===== src/rtl/fud_pkg.sv =====
// Shared types, constants and helper functions for the file URI percent decoder.
`timescale 1ns / 1ps
package fud_pkg;

	localparam int unsigned PfxLen   = 7;
	localparam int unsigned BurstMax = 7;
	localparam logic [7:0]  Pct      = 8'h25;

	typedef enum logic [1:0] {
		PH_PREFIX = 2'd0,
		PH_DECODE = 2'd1,
		PH_PASS   = 2'd2
	} phase_t;

	typedef struct packed {
		logic [BurstMax-1:0][7:0] bytes;
		logic [2:0]               cnt;
		logic                     np;
		logic                     empty;
		logic                     last;
	} burst_t;

	function automatic logic [7:0] pfx_char(input logic [2:0] idx);
		logic [7:0] c;
		unique case (idx)
			3'd0:    c = 8'h66;
			3'd1:    c = 8'h69;
			3'd2:    c = 8'h6C;
			3'd3:    c = 8'h65;
			3'd4:    c = 8'h3A;
			3'd5:    c = 8'h2F;
			3'd6:    c = 8'h2F;
			default: c = 8'h00;
		endcase
		return c;
	endfunction

	// bit 4 set: not a hex digit
	function automatic logic [4:0] hex_val(input logic [7:0] c);
		logic [4:0] v;
		if (c >= 8'h30 && c <= 8'h39) begin
			v = {1'b0, 4'(c - 8'h30)};
		end else if (c >= 8'h41 && c <= 8'h46) begin
			v = {1'b0, 4'(c - 8'h37)};
		end else if (c >= 8'h61 && c <= 8'h66) begin
			v = {1'b0, 4'(c - 8'h57)};
		end else begin
			v = 5'h10;
		end
		return v;
	endfunction

endpackage


===== src/rtl/file_uri_percent_decoder_core.sv =====
// Top level of the file URI percent decoder: input register, decode and result buffer.
//
//  channel | direction | handshake           | payload
//  --------+-----------+---------------------+-----------------------------------------
//  in      | input     | in_valid / in_stall | in_byte, in_last
//  out     | output    | out_valid/out_stall | out_byte, out_last, no_prefix, is_empty
//
// An item is registered and decoded combinationally into a burst of zero to seven
// results, handed out one result per cycle by the result buffer while out_stall is low.
// Items giving one result sustain one item per cycle while out_stall is low; a burst of n
// results holds the input register until the single output port hands out the last.
// arst_n clears the input register's valid flag, decode state and buffer count.
// in_stall rises only while the input register is full and the buffer cannot load.
`timescale 1ns / 1ps
module file_uri_percent_decoder_core (
	input  logic       clk,
	input  logic       arst_n,
	input  logic       in_valid,
	output logic       in_stall,
	input  logic [7:0] in_byte,
	input  logic       in_last,
	output logic       out_valid,
	input  logic       out_stall,
	output logic [7:0] out_byte,
	output logic       out_last,
	output logic       no_prefix,
	output logic       is_empty
);

	logic            valid_s1;
	logic [7:0]      byte_s1;
	logic            last_s1;
	logic            can_load;
	logic            consume;
	logic            accept;
	logic [2:0]      rem;
	fud_pkg::burst_t burst;

	assign consume  = valid_s1 && can_load;
	assign in_stall = valid_s1 && !can_load;
	assign accept   = in_valid && !in_stall;

	always_ff @(posedge clk or negedge arst_n) begin
		if (!arst_n) begin
			valid_s1 <= 1'b0;
		end else begin
			valid_s1 <= accept || (valid_s1 && !consume);
		end
	end

	always_ff @(posedge clk) begin
		if (accept) begin
			byte_s1 <= in_byte;
			last_s1 <= in_last;
		end
	end

	fud_decode u_decode (
		.clk     (clk),
		.arst_n  (arst_n),
		.byte_s1 (byte_s1),
		.last_s1 (last_s1),
		.advance (consume),
		.burst   (burst)
	);

	fud_emit u_emit (
		.clk       (clk),
		.arst_n    (arst_n),
		.burst     (burst),
		.load      (consume),
		.can_load  (can_load),
		.rem       (rem),
		.out_valid (out_valid),
		.out_stall (out_stall),
		.out_byte  (out_byte),
		.out_last  (out_last),
		.no_prefix (no_prefix),
		.is_empty  (is_empty)
	);

	a_empty_alone: assert property (@(posedge clk) disable iff (!arst_n)
		out_valid && is_empty |-> out_last && !no_prefix)
		else $error("empty result not a lone final result");

	a_hold_on_burst: assert property (@(posedge clk) disable iff (!arst_n)
		valid_s1 && rem > 3'd1 |-> in_stall)
		else $error("input taken while a burst is still pending");

	a_burst_bound: assert property (@(posedge clk) disable iff (!arst_n)
		consume |-> burst.cnt <= 3'(fud_pkg::BurstMax) && (!burst.empty || burst.cnt == 3'd1))
		else $error("malformed burst");

	a_rem_step: assert property (@(posedge clk) disable iff (!arst_n)
		out_valid && !out_stall && !consume |=> rem == $past(rem) - 3'd1)
		else $error("result buffer count did not advance");

endmodule


===== src/rtl/fud_decode.sv =====
// Per-URI decode state and the result burst produced by one item.
`timescale 1ns / 1ps
module fud_decode (
	input  logic                clk,
	input  logic                arst_n,
	input  logic [7:0]          byte_s1,
	input  logic                last_s1,
	input  logic                advance,
	output fud_pkg::burst_t     burst
);

	fud_pkg::phase_t phase_q, phase_d;
	logic [2:0]      pm_q, pm_d;
	logic [1:0]      pc_q, pc_d;
	logic [7:0]      pch_q, pch_d;

	always_ff @(posedge clk or negedge arst_n) begin
		if (!arst_n) begin
			phase_q <= fud_pkg::PH_PREFIX;
			pm_q    <= 3'd0;
			pc_q    <= 2'd0;
			pch_q   <= 8'h00;
		end else if (advance) begin
			phase_q <= phase_d;
			pm_q    <= pm_d;
			pc_q    <= pc_d;
			pch_q   <= pch_d;
		end
	end

	always_comb begin
		logic [4:0] hv_b;
		logic [4:0] hv_p;
		logic       is_hex;
		logic       is_pct;
		logic       do_fresh;
		logic [2:0] m1;
		logic [2:0] k;
		fud_pkg::burst_t bo;

		hv_b     = fud_pkg::hex_val(byte_s1);
		hv_p     = fud_pkg::hex_val(pch_q);
		is_hex   = !hv_b[4];
		is_pct   = (byte_s1 == fud_pkg::Pct);
		do_fresh = 1'b0;
		m1       = pm_q + 3'd1;
		k        = 3'd0;
		bo       = '0;
		bo.last  = last_s1;
		phase_d  = phase_q;
		pm_d     = pm_q;
		pc_d     = pc_q;
		pch_d    = pch_q;

		unique case (phase_q)
			fud_pkg::PH_PREFIX: begin
				bo.np = 1'b1;
				for (int i = 0; i < fud_pkg::BurstMax; i++) begin
					bo.bytes[i] = (3'(i) < pm_q) ? fud_pkg::pfx_char(3'(i)) : byte_s1;
				end
				if (byte_s1 == fud_pkg::pfx_char(pm_q)) begin
					pm_d = m1;
					if (m1 == 3'(fud_pkg::PfxLen)) begin
						phase_d = fud_pkg::PH_DECODE;
						if (last_s1) begin
							bo.bytes = '0;
							bo.cnt   = 3'd1;
							bo.np    = 1'b0;
							bo.empty = 1'b1;
						end
					end else if (last_s1) begin
						bo.cnt = m1;
					end
				end else begin
					bo.cnt  = m1;
					phase_d = fud_pkg::PH_PASS;
				end
			end
			fud_pkg::PH_DECODE: begin
				if (pc_q == 2'd0) begin
					do_fresh = 1'b1;
				end else if (pc_q == 2'd1) begin
					if (is_hex) begin
						pc_d  = 2'd2;
						pch_d = byte_s1;
					end else begin
						bo.bytes[k] = fud_pkg::Pct;
						k = k + 3'd1;
						do_fresh = 1'b1;
					end
				end else begin
					if (is_hex) begin
						bo.bytes[k] = {hv_p[3:0], hv_b[3:0]};
						k = k + 3'd1;
						pc_d = 2'd0;
					end else begin
						bo.bytes[k] = fud_pkg::Pct;
						k = k + 3'd1;
						bo.bytes[k] = pch_q;
						k = k + 3'd1;
						do_fresh = 1'b1;
					end
				end
				if (do_fresh) begin
					if (is_pct) begin
						pc_d = 2'd1;
					end else begin
						pc_d = 2'd0;
						bo.bytes[k] = byte_s1;
						k = k + 3'd1;
					end
				end
				if (last_s1) begin
					if (pc_d != 2'd0) begin
						bo.bytes[k] = fud_pkg::Pct;
						k = k + 3'd1;
					end
					if (pc_d == 2'd2) begin
						bo.bytes[k] = pch_d;
						k = k + 3'd1;
					end
				end
				bo.cnt = k;
			end
			default: begin
				bo.bytes[0] = byte_s1;
				bo.cnt      = 3'd1;
				bo.np       = 1'b1;
			end
		endcase

		if (last_s1) begin
			phase_d = fud_pkg::PH_PREFIX;
			pm_d    = 3'd0;
			pc_d    = 2'd0;
			pch_d   = 8'h00;
		end
		burst = bo;
	end

endmodule


===== src/rtl/fud_emit.sv =====
// Result buffer that holds one burst and hands it out one item per cycle while out_stall is low.
`timescale 1ns / 1ps
module fud_emit (
	input  logic            clk,
	input  logic            arst_n,
	input  fud_pkg::burst_t burst,
	input  logic            load,
	output logic            can_load,
	output logic [2:0]      rem,
	output logic            out_valid,
	input  logic            out_stall,
	output logic [7:0]      out_byte,
	output logic            out_last,
	output logic            no_prefix,
	output logic            is_empty
);

	logic [fud_pkg::BurstMax-1:0][7:0] buf_q;
	logic [2:0]                        rem_q;
	logic                              np_q;
	logic                              empty_q;
	logic                              last_q;
	logic                              take;
	logic                              fill;

	assign take     = (rem_q != 3'd0) && !out_stall;
	assign can_load = (rem_q == 3'd0) || ((rem_q == 3'd1) && !out_stall);
	assign fill     = load && (burst.cnt != 3'd0);

	always_ff @(posedge clk or negedge arst_n) begin
		if (!arst_n) begin
			rem_q <= 3'd0;
		end else if (fill) begin
			rem_q <= burst.cnt;
		end else if (take) begin
			rem_q <= rem_q - 3'd1;
		end
	end

	always_ff @(posedge clk) begin
		if (fill) begin
			buf_q   <= burst.bytes;
			np_q    <= burst.np;
			empty_q <= burst.empty;
			last_q  <= burst.last;
		end else if (take) begin
			buf_q <= {8'h00, buf_q[fud_pkg::BurstMax-1:1]};
		end
	end

	assign rem       = rem_q;
	assign out_valid = (rem_q != 3'd0);
	assign out_byte  = buf_q[0];
	assign out_last  = last_q && (rem_q == 3'd1);
	assign no_prefix = np_q;
	assign is_empty  = empty_q;

endmodule

===== config.mk =====
export PLATFORM = sky130hd
export DESIGN_NAME = file_uri_percent_decoder_core
export DESIGN_NICKNAME = d
export VERILOG_FILES = /design/src/rtl/fud_pkg.sv /design/src/rtl/file_uri_percent_decoder_core.sv /design/src/rtl/fud_decode.sv /design/src/rtl/fud_emit.sv
export SDC_FILE = /design/constraint.sdc
export NUM_CORES = 1
export LEC_CHECK = 0
export BUFFER_PORTS_ARGS = -buffer_cell sky130_fd_sc_hd__buf_2
export CAP_MARGIN = 20
export CORE_ASPECT_RATIO = 1.75
export CORE_MARGIN = 3
export CORE_UTILIZATION = 61
export DETAILED_ROUTE_END_ITERATION = 16
export GPL_TIMING_DRIVEN = 0
export PLACE_DENSITY = 0.87
export SLEW_MARGIN = 30
export SYNTH_ARGS = -nofsm -noshare
export SYNTH_HDL_FRONTEND = slang
export SYNTH_HIERARCHICAL = 1
export SYNTH_SLANG_ARGS = --single-unit

===== constraint.sdc =====
create_clock -name clk -period 6.7 [get_ports clk]
set_input_delay 1.005 -clock clk [delete_from_list [all_inputs] [get_ports clk]]
set_output_delay 1.005 -clock clk [all_outputs]
set_load 0.01 [all_outputs]

* Word level (Yosys, flattened, before mapping)
Index checks and enable logic that the tools add are counted.
** Word-level totals
- Bits in read-only memories :: 0
- Word-level logic and storage cells :: 201
- Bits in latches :: 0
- Input bits :: 13
- Bits in registers :: 87
- Output and inout bits :: 13
- RAM bits :: 0
- Memories kept :: 0
** Cells by class
- Div/mod/pow operators :: 0
- Order comparisons :: 25
- Multiplexer cells :: 91
- Reductions and logical operators :: 39
- Multipliers :: 0
- Equal/unequal tests :: 14
- Shifts and indexed selects :: 0
- Add/sub/neg operators :: 11
- Bitwise logic cells :: 3
** Operators with widths (count)
- $mux W56 :: 12
- $mux W8 :: 21
- $bwmux W56 :: 2
- $pmux W48 S2 :: 1
- $demux W8 S3 :: 3
- $mux W61 :: 1
- $mux W3 :: 19
- $pmux W7 S6 :: 1
- $and A35 B35 Y35 :: 1
- $not A35 Y35 :: 1
- $ge A8 B7 Y1 const B :: 4
- $le A8 B7 Y1 const B :: 4
- $mux W16 :: 2
- $mux W2 :: 15
- $pmux W11 S2 :: 1
- $or A21 B21 Y21 :: 1
- $logic_and A1 B1 Y1 :: 17
- $ge A8 B6 Y1 const B :: 2
- $le A8 B6 Y1 const B :: 2
- $sub A4 B3 Y4 const B :: 4
- $mux W5 :: 3
- $add A3 B1 Y3 const B :: 4
- $eq A3 B3 Y1 const B :: 4
- $lt A3 B4 Y1 const B :: 3
- 26 further kinds :: 55

* Logic depth before layout (Yosys ltp)
Gate-level depths: netlist of run 1.
- Depth in word-level cells :: 29
- Gate-level depth with buffers :: 21
- Mapped depth without buffers :: 18

* Hierarchy
Netlist of run 1, hierarchy kept.
** By module, submodules not included
- fud_emit :: cells each 259, area each 2731.4 um^2, times used 1, seq. area each 1846.8 um^2
- fud_decode :: cells each 360, area each 2504.9 um^2, times used 1, seq. area each 375.4 um^2
- file_uri_percent_decoder_core :: cells each 15, area each 334.1 um^2, times used 1, seq. area each 295.3 um^2

* Least setup slack after synthesis of run 1
Ideal clock, no wire load.
- Path type :: register -> register
- From :: register byte_s1[1]
- To :: register u_emit/buf_q[10] (netlist name) (enable)
- Required time :: 6.287 ns
- Arrival :: 5.224 ns
- Cell stages (with the launch flop) :: 19
- Period minus slack after synthesis :: 5.637 ns
- Path buffers :: 2
- Setup time :: 0.413 ns
- Slack :: 1.063 ns
- Cells stage by stage :: edfxtp_1 -> clkbuf_1 -> inv_1 -> ha_1 -> or3b_2 -> and4_1 -> or2_1 -> buf_2 -> and2_1 -> a21oi_1 -> ha_1 -> a22o_1 -> ha_1 -> or3_1 -> a31oi_1 -> a22o_1 -> o31ai_4 -> inv_2 -> a21o_1
** RTL lines
- from (decl) :: RTL line file_uri_percent_decoder_core.sv:31 : logic [7:0] byte_s1;
- from (signal assigned) :: RTL line file_uri_percent_decoder_core.sv:53 : byte_s1 <= in_byte;
- to (signal assigned) :: RTL line fud_emit.sv:42 : buf_q <= burst.bytes;
- to (signal assigned) :: RTL line fud_emit.sv:47 : buf_q <= {8'h00, buf_q[fud_pkg::BurstMax-1:1]};
- to (decl) :: RTL line fud_emit.sv:18 : logic [fud_pkg::BurstMax-1:0][7:0] buf_q;

==> run metrics, run 1 <==
outcome=finished, final reports clean; sequential fraction of the synthesis area=45.2%; most frequent cells in the layout=167 x nand2_1, 68 x edfxtp_1, 52 x nor2_1, 34 x buf_2, 29 x a21oi_1; DRC Markers=0; hold_sp=u_emit/buf_q[19]; largest net degree at the start of global routing=58; Period minus WS final=6.03 ns; area leader, netlist=edfxtp_1; full die area=0.0104 mm^2; H-tree Lvls=3; mapped cell area=0.00557 mm^2; vias in the first global route=5,019; number of enable flip-flop cells after synthesis=68; drt pass-1 iters=6; area occupied by multi-input gates=0.00277 mm^2; Internal Pwr Total=1.64 mW; vias per std cell=6.38; GRT Residual Overflow=0; root buffer cell=clkbuf_16; r2r startpoint=byte_s1[1]; Clk Latency, worst-skew pair=0.34 ns; first-pass GRT wire length=26,000 um; via count=5,056; Most used DFF post-synth=edfxtp_1; Final HPWL DP=12,200 um; R2R setup slack=0.67 ns; hold crit path type=flip-flop to flip-flop; CP arrival=6.24 ns; Final Cycle Share=90.0%; CP delay by family, top=simple AND/OR/NAND/NOR gates; P&R area growth vs syn=10.5%; crit path buf inv count=6; Initial Utilization=63.4%; asr flop ratio synth=21.8%; Hold Vio Cnt, Final=0; top cells by area, synth=edfxtp_1 37%, nand2_1 11%, dfrtp_1 8.5%; total track usage=33.2%; Clock Path Buffers=2; syn_nets=664; final total power=2.81 mW; Post-CTS Setup Bufs=0; Vert. Die Dim=132 um; Top-Level Pins=26; die width=78.2 um; max-slew violations=0; Core Area=0.00878 mm^2; Resize count post-CTS=0; combinational power share=45.7%; # rows=45; Clk pwr share=18.1%; worst-path fanout max=10; antenna viol nets, final=0; share of layout cells above drive strength 1=11.6%; setup skew after layout=0.00513 ns; Final Routed Wirelength=16,500 um; WS Path Type=flip-flop to flip-flop; count of different cell masters after synthesis=75; Sw Pwr=1.17 mW; CTS clk-pin slew, worst paths=0.06 ns; average wire per standard cell=20.9 um; pwr dens=456 mW/mm^2; Slew @ Worst Pin=0.777 ns; R2R Path End=u_emit/buf_q[34]; nets=700; CP Capture Type=flip-flop; Lkg Pwr=2.56 nW; commonest non-fill, non-tap cell in the layout=nand2_1; WP data required=6.92 ns; syn avg cell area=8.79 um^2; share of power burned in registers=36.2%; Hold Crit Endpoint=u_emit/buf_q[11]; path depth of the worst reg2reg path=21; Critical Path Source Type=flip-flop; CTS buffer count=9; hold buffers post-CTS=0; pre-CTS setup slack=0.828 ns; Max-Cap Viols=0; initial antenna violation count=0; Diodes inserted=0; crit path cell chain=clkbuf_1, inv_1, ha_1, or3b_2, and4_1, or2_1, buf_2, and2_1, a21oi_1, ha_1, a22o_1, ha_1, or3_1, a31oi_1, a22o_1, o31ai_4, inv_2, clkbuf_1, buf_2, nand2_1, nand2_1; Peak VDD IR=0.347 mV; Initial DRC Count=516; fmax=166 MHz; CP max stage delay=0.47 ns; top-area cell type share of the netlist area=36.7%; port bufs=25; Max transition margin=48.2%; CP startpoint=byte_s1[1]; # fillers=711; Reg area=0.00252 mm^2; TritonCTS Sinks=87; CTS tree=built; setup ws final=0.672 ns; smallest hold slack=0.515 ns; WHS Path Cells=2; CP dominant cell by count=ha_1; flops & latches, synth=87; yosys warns=6; # setup viols final=0; Synth Instances=634; Sw Ratio=41.8%; Setup TNS=0 ns; RSZ-0062 raised after global routing=no; Placer Congestion=1.02; Max stage delay cell, worst path=or3b_2
## cell usage after synthesis (8+ instances only)
cell type,count
edfxtp_1,68
clkbuf_1,26
o21ai_0,21
o22ai_1,9
nand2_1,167
a31oi_1,9
buf_2,9
ha_1,17
buf_4,9
nand2b_1,13
nor3_1,15
inv_1,21
nand3_1,11
dfrtp_1,19
a21oi_1,29
and2_1,16
a22o_1,12
o2bb2ai_1,8
nor2_1,52
## area by class of cell
class | instances | share of cell area [%]
Buffer | 45 | 3.48
Clock buffer | 9 | 3.66
Clock inverter | 7 | 1.24
Inverter | 23 | 1.40
Multi-Input combinational cell | 479 | 44.9
Sequential cell | 87 | 40.9
Tap cell | 117 | 2.38
Timing Repair Buffer | 25 | 2.03
## per-layer routing
layer / share of wire, % / GRT usage (%) / vias up
li1: - / - / 2311
met1: 36 / 37.1 / 2382
met2: 51 / 57.4 / 279
met3: 6.8 / 6.13 / 84
met4: 6.5 / 20.3 / 0
met5: 0 / 0 / -
## kinds of logic (layout without fill, tap and decap cells)
group,count (synthesis),in the layout,share of synthesized area [%]
AO/OA/AOI/OAI,145,145,18.6
multiplexers,4,4,0.741
adder cells (fa/ha/maj),17,17,3.82
XOR/XNOR,5,5,0.786
flip-flops,87,87,45.2
buffers and inverters,68,109,5.39
AND/OR/NAND/NOR,308,308,25.5
## sequential cells by signal, indices dropped and copies added (netlist names)
name and flops:
u_emit/buf_q 48, byte_s1 8, u_decode/pch_q 8, u_emit/out_byte 8, u_decode/pm_q 3, u_emit/rem 3, u_decode/pc_q 2, u_decode/phase_q 2
last_s1 1, u_emit/is_empty 1, u_emit/last_q 1, u_emit/no_prefix 1, valid_s1 1
## power by group through the flow
| stage | clock, mW | combinational, mW | sequential (mW) |
|---|---|---|---|
| final | 0.508 | 1.29 | 1.02 |
| after global routing | 0.531 | 1.41 | 1.04 |
| after CTS | 0.515 | 1.26 | 1.02 |
| after detailed placement | 0 | 1.25 | 1.03 |
| after global placement | 0 | 1.21 | 1.02 |
| after floorplan | 0 | 0.903 | 0.999 |
## worst min-delay path, delay by kind of cell (launching register included)
kind / cells / cell delay, ns
AND/OR/NAND/NOR: 2 / 0.09
flip-flops: 1 / 0.32
## metrics by stage
step / instances / util, % / cell area, um^2
finish: 792 / 70.1 / 6160
global route: 792 / 70.1 / 6160
CTS: 792 / 70.0 / 6150
detailed placement: 776 / 66.6 / 5850
global placement: 776 / 66.5 / 5840
floorplan: 634 / - / 5570
## how the worst max path moves through the flow
stage                                    end  slack [ns]  cells past startpoint
after global routing        u_emit/buf_q[28]        0.43                     21
final                       u_emit/buf_q[34]        0.67                     21
after detailed placement     u_emit/buf_q[9]        0.83                     18
after global placement    u_emit/out_byte[4]       -0.25                     18
after floorplan             u_emit/buf_q[10]        1.06                     18
after CTS                 u_emit/out_byte[7]        0.78                     18
No activity file was read; power rests on OpenSTA's default activity.
==> run 2: changes to the inputs <==
- CORE_UTILIZATION: 61 -> 50
- PLACE_DENSITY: 0.87 -> 0.75
==> run 2 against run 1 <==
Net effect: register-to-register slack about the same; clock skew grew 0.0034 ns; cell count up 1.6%; first-iteration DRC count is 20% lower; routed wire length rose by 1.6%; sequential cell count did not move; sequential share of layout area decreased by 0.20 points; sequential power about the same; highest routed layer unchanged.
==> run metrics, run 2 (same netlist as run 1, synthesis figures left out) <==
outcome=finished, final reports clean; most frequent cells in the layout=167 x nand2_1, 68 x edfxtp_1, 52 x nor2_1, 34 x buf_2, 29 x a21oi_1; max-slew violations=0 (unchanged); Sw Pwr=1.19 mW (+0.88%); R2R setup slack=0.67 ns (about the same); Hold Vio Cnt, Final=0 (unchanged); initial antenna violation count=0 (unchanged); Clock Path Buffers=2 (unchanged); Vert. Die Dim=146 um (+10%); Resize count post-CTS=0 (unchanged); Peak VDD IR=0.225 mV (-35%); commonest non-fill, non-tap cell in the layout=nand2_1; area occupied by multi-input gates=0.00277 mm^2 (unchanged); CP max stage delay=0.51 ns (+0.04 ns); via count=4,929 (-2.5%); crit path buf inv count=6 (unchanged); P&R area growth vs syn=11.1%; share of layout cells above drive strength 1=11.7% (+0.15 points); CTS buffer count=9 (unchanged); crit path cell chain=clkbuf_1, inv_1, ha_1, or3b_2, and4_1, or2_1, buf_2, and2_1, a21oi_1, ha_1, a22o_1, ha_1, or3_1, a31oi_1, a22o_1, o31ai_4, inv_2, clkbuf_1, buf_2, nand2_1, nand2_1; Final Cycle Share=90.1% (about the same); H-tree Lvls=3 (unchanged); Reg area=0.00252 mm^2 (unchanged); max reg flops=48 (unchanged); Post-CTS Setup Bufs=0 (unchanged); combinational power share=46.0% (+0.3 points); worst-path fanout max=10 (unchanged); # rows=50 (+11%); M3 GR Usage=3.51% (-2.6 points); # setup viols final=0 (unchanged); CTS tree=built; WS Path Type=flip-flop to flip-flop; Top-Level Pins=26 (unchanged); Diodes inserted=0 (unchanged); vias in the first global route=4,876 (-2.8%); Clk Latency, worst-skew pair=0.34 ns (about the same); Lkg Pwr=2.56 nW (-0.23%); full die area=0.0125 mm^2 (+21%); CP dominant cell by count=ha_1; # fillers=994 (+40%); Max-Cap Viols=0 (unchanged); most used routing layer=met2; first-pass GRT wire length=26,300 um (+1.5%); fmax=166 MHz (about the same); CP arrival=6.22 ns (-0.02 ns); pwr dens=457 mW/mm^2 (+0.15%); Period minus WS final=6.03 ns (+0.00577 ns); Placer Congestion=0.970 (-4.6%); Max transition margin=45.4% (-2.8 points); M1 GR Usage=33.3% (-3.8 points); Slew @ Worst Pin=0.818 ns (+0.0414 ns); GRT Residual Overflow=0 (unchanged); Top reg by flops=u_emit/buf_q; Final Routed Wirelength=16,800 um (+1.6%); WP data required=6.89 ns (-0.03 ns); CP Capture Type=flip-flop; Max stage delay cell, worst path=clkbuf_1; largest net degree at the start of global routing=43 (-26%); Critical Path Source Type=flip-flop; setup skew after layout=0.00850 ns (+0.00337 ns); CP delay by family, top=buffers and inverters; CTS clk-pin slew, worst paths=0.07 ns (about the same); drt pass-1 iters=5 (-1); Final HPWL DP=12,600 um (+2.8%); hold buffers post-CTS=0 (unchanged); TritonCTS Sinks=87 (unchanged); port bufs=25 (unchanged); average wire per standard cell=20.9 um (about the same); hold crit path type=flip-flop to flip-flop; Clk pwr share=17.9% (-0.2 points); Internal Pwr Total=1.64 mW (+0.46%); smallest hold slack=0.518 ns (+0.00311 ns); DP Area=0.00589 mm^2 (+0.62%); total track usage=27.5% (-5.6 points); antenna viol nets, final=0 (unchanged); Initial Utilization=51.8% (-12 points); DRC Markers=0 (unchanged); Initial DRC Count=412 (-20%); Sw Ratio=41.9% (+0.10 points); Core Area=0.0108 mm^2 (+23%); share of power burned in registers=36.0% (-0.2 points); RSZ-0062 raised after global routing=no; root buffer cell=clkbuf_16; die width=85.8 um (+9.7%); nets=701 (+0.14%); Design Area, Final=0.00619 mm^2 (+0.49%); M2 GR Usage=47.4% (-10 points); vias per std cell=6.12 (-4.1%)
[run 2: worst reg2reg max path: stages (launching register included)]
cell      delay [ns]
edfxtp_1        0.35
clkbuf_1        0.51
inv_1           0.31
ha_1            0.30
or3b_2          0.46
and4_1          0.26
or2_1           0.23
buf_2           0.17
and2_1          0.21
a21oi_1         0.23
ha_1            0.28
a22o_1          0.23
ha_1            0.34
or3_1           0.41
a31oi_1         0.23
a22o_1          0.25
o31ai_4         0.13
inv_2           0.16
clkbuf_1        0.36
buf_2           0.28
nand2_1         0.08
nand2_1         0.10
[run 2: final timing paths]
| kind | start | endpoint | depth (start not counted) |
|---|---|---|---|
| setup / recovery | byte_s1[1] | u_emit/buf_q[20] | 21 |
| hold / removal | u_emit/rem[1] | u_emit/rem[1] | 1 |
| setup reg to reg | byte_s1[1] | u_emit/buf_q[20] | 21 |
| hold reg to reg | u_emit/rem[1] | u_emit/rem[1] | 1 |
| max in group asynchronous | arst_n | u_decode/pch_q[1] | 1 |
| min in group asynchronous | arst_n | valid_s1 | 1 |
[run 2: layout make-up]
cell class	count	share of cell area [%]
sequential	87	40.7
buffer	45	3.46
clock buffer	9	3.64
multi-input combinational	479	44.7
tap	130	2.63
timing repair buffer	26	2.35
inverter	23	1.40
clock inverter	6	1.13
[run 2: routing by layer]
metal | share of wire [%] | vias up
met4 | 5.2 | 0
met1 | 38 | 2340
met5 | 0 | -
li1 | - | 2319
met3 | 5.3 | 55
met2 | 51 | 215
[run 2: power by group through the flow]
| stage | Clock, mW | Sequential [mW] | Combinational, mW |
|---|---|---|---|
| after global routing | 0.537 | 1.04 | 1.43 |
| after global placement | 0 | 1.03 | 1.24 |
| after CTS | 0.514 | 1.02 | 1.29 |
| after detailed placement | 0 | 1.03 | 1.28 |
| after floorplan | 0 | 0.999 | 0.903 |
| final | 0.507 | 1.02 | 1.30 |
[run 2: metrics by stage]
| step | worst slack (ns) | TNS [ns] | std cells | total power, mW | util [%] |
|---|---|---|---|---|---|
| finish | 0.666 | 0 | 805 | 2.83 | 57.5 |
| global placement | -0.288 | -15.95 | 789 | 2.27 | 54.4 |
| global route | 0.437 | 0 | 805 | 3.01 | 57.5 |
| floorplan | 1.06 | 0 | 634 | 1.90 | - |
| CTS | 0.787 | 0 | 805 | 2.83 | 57.4 |
| detailed placement | 0.831 | 0 | 790 | 2.31 | 54.7 |
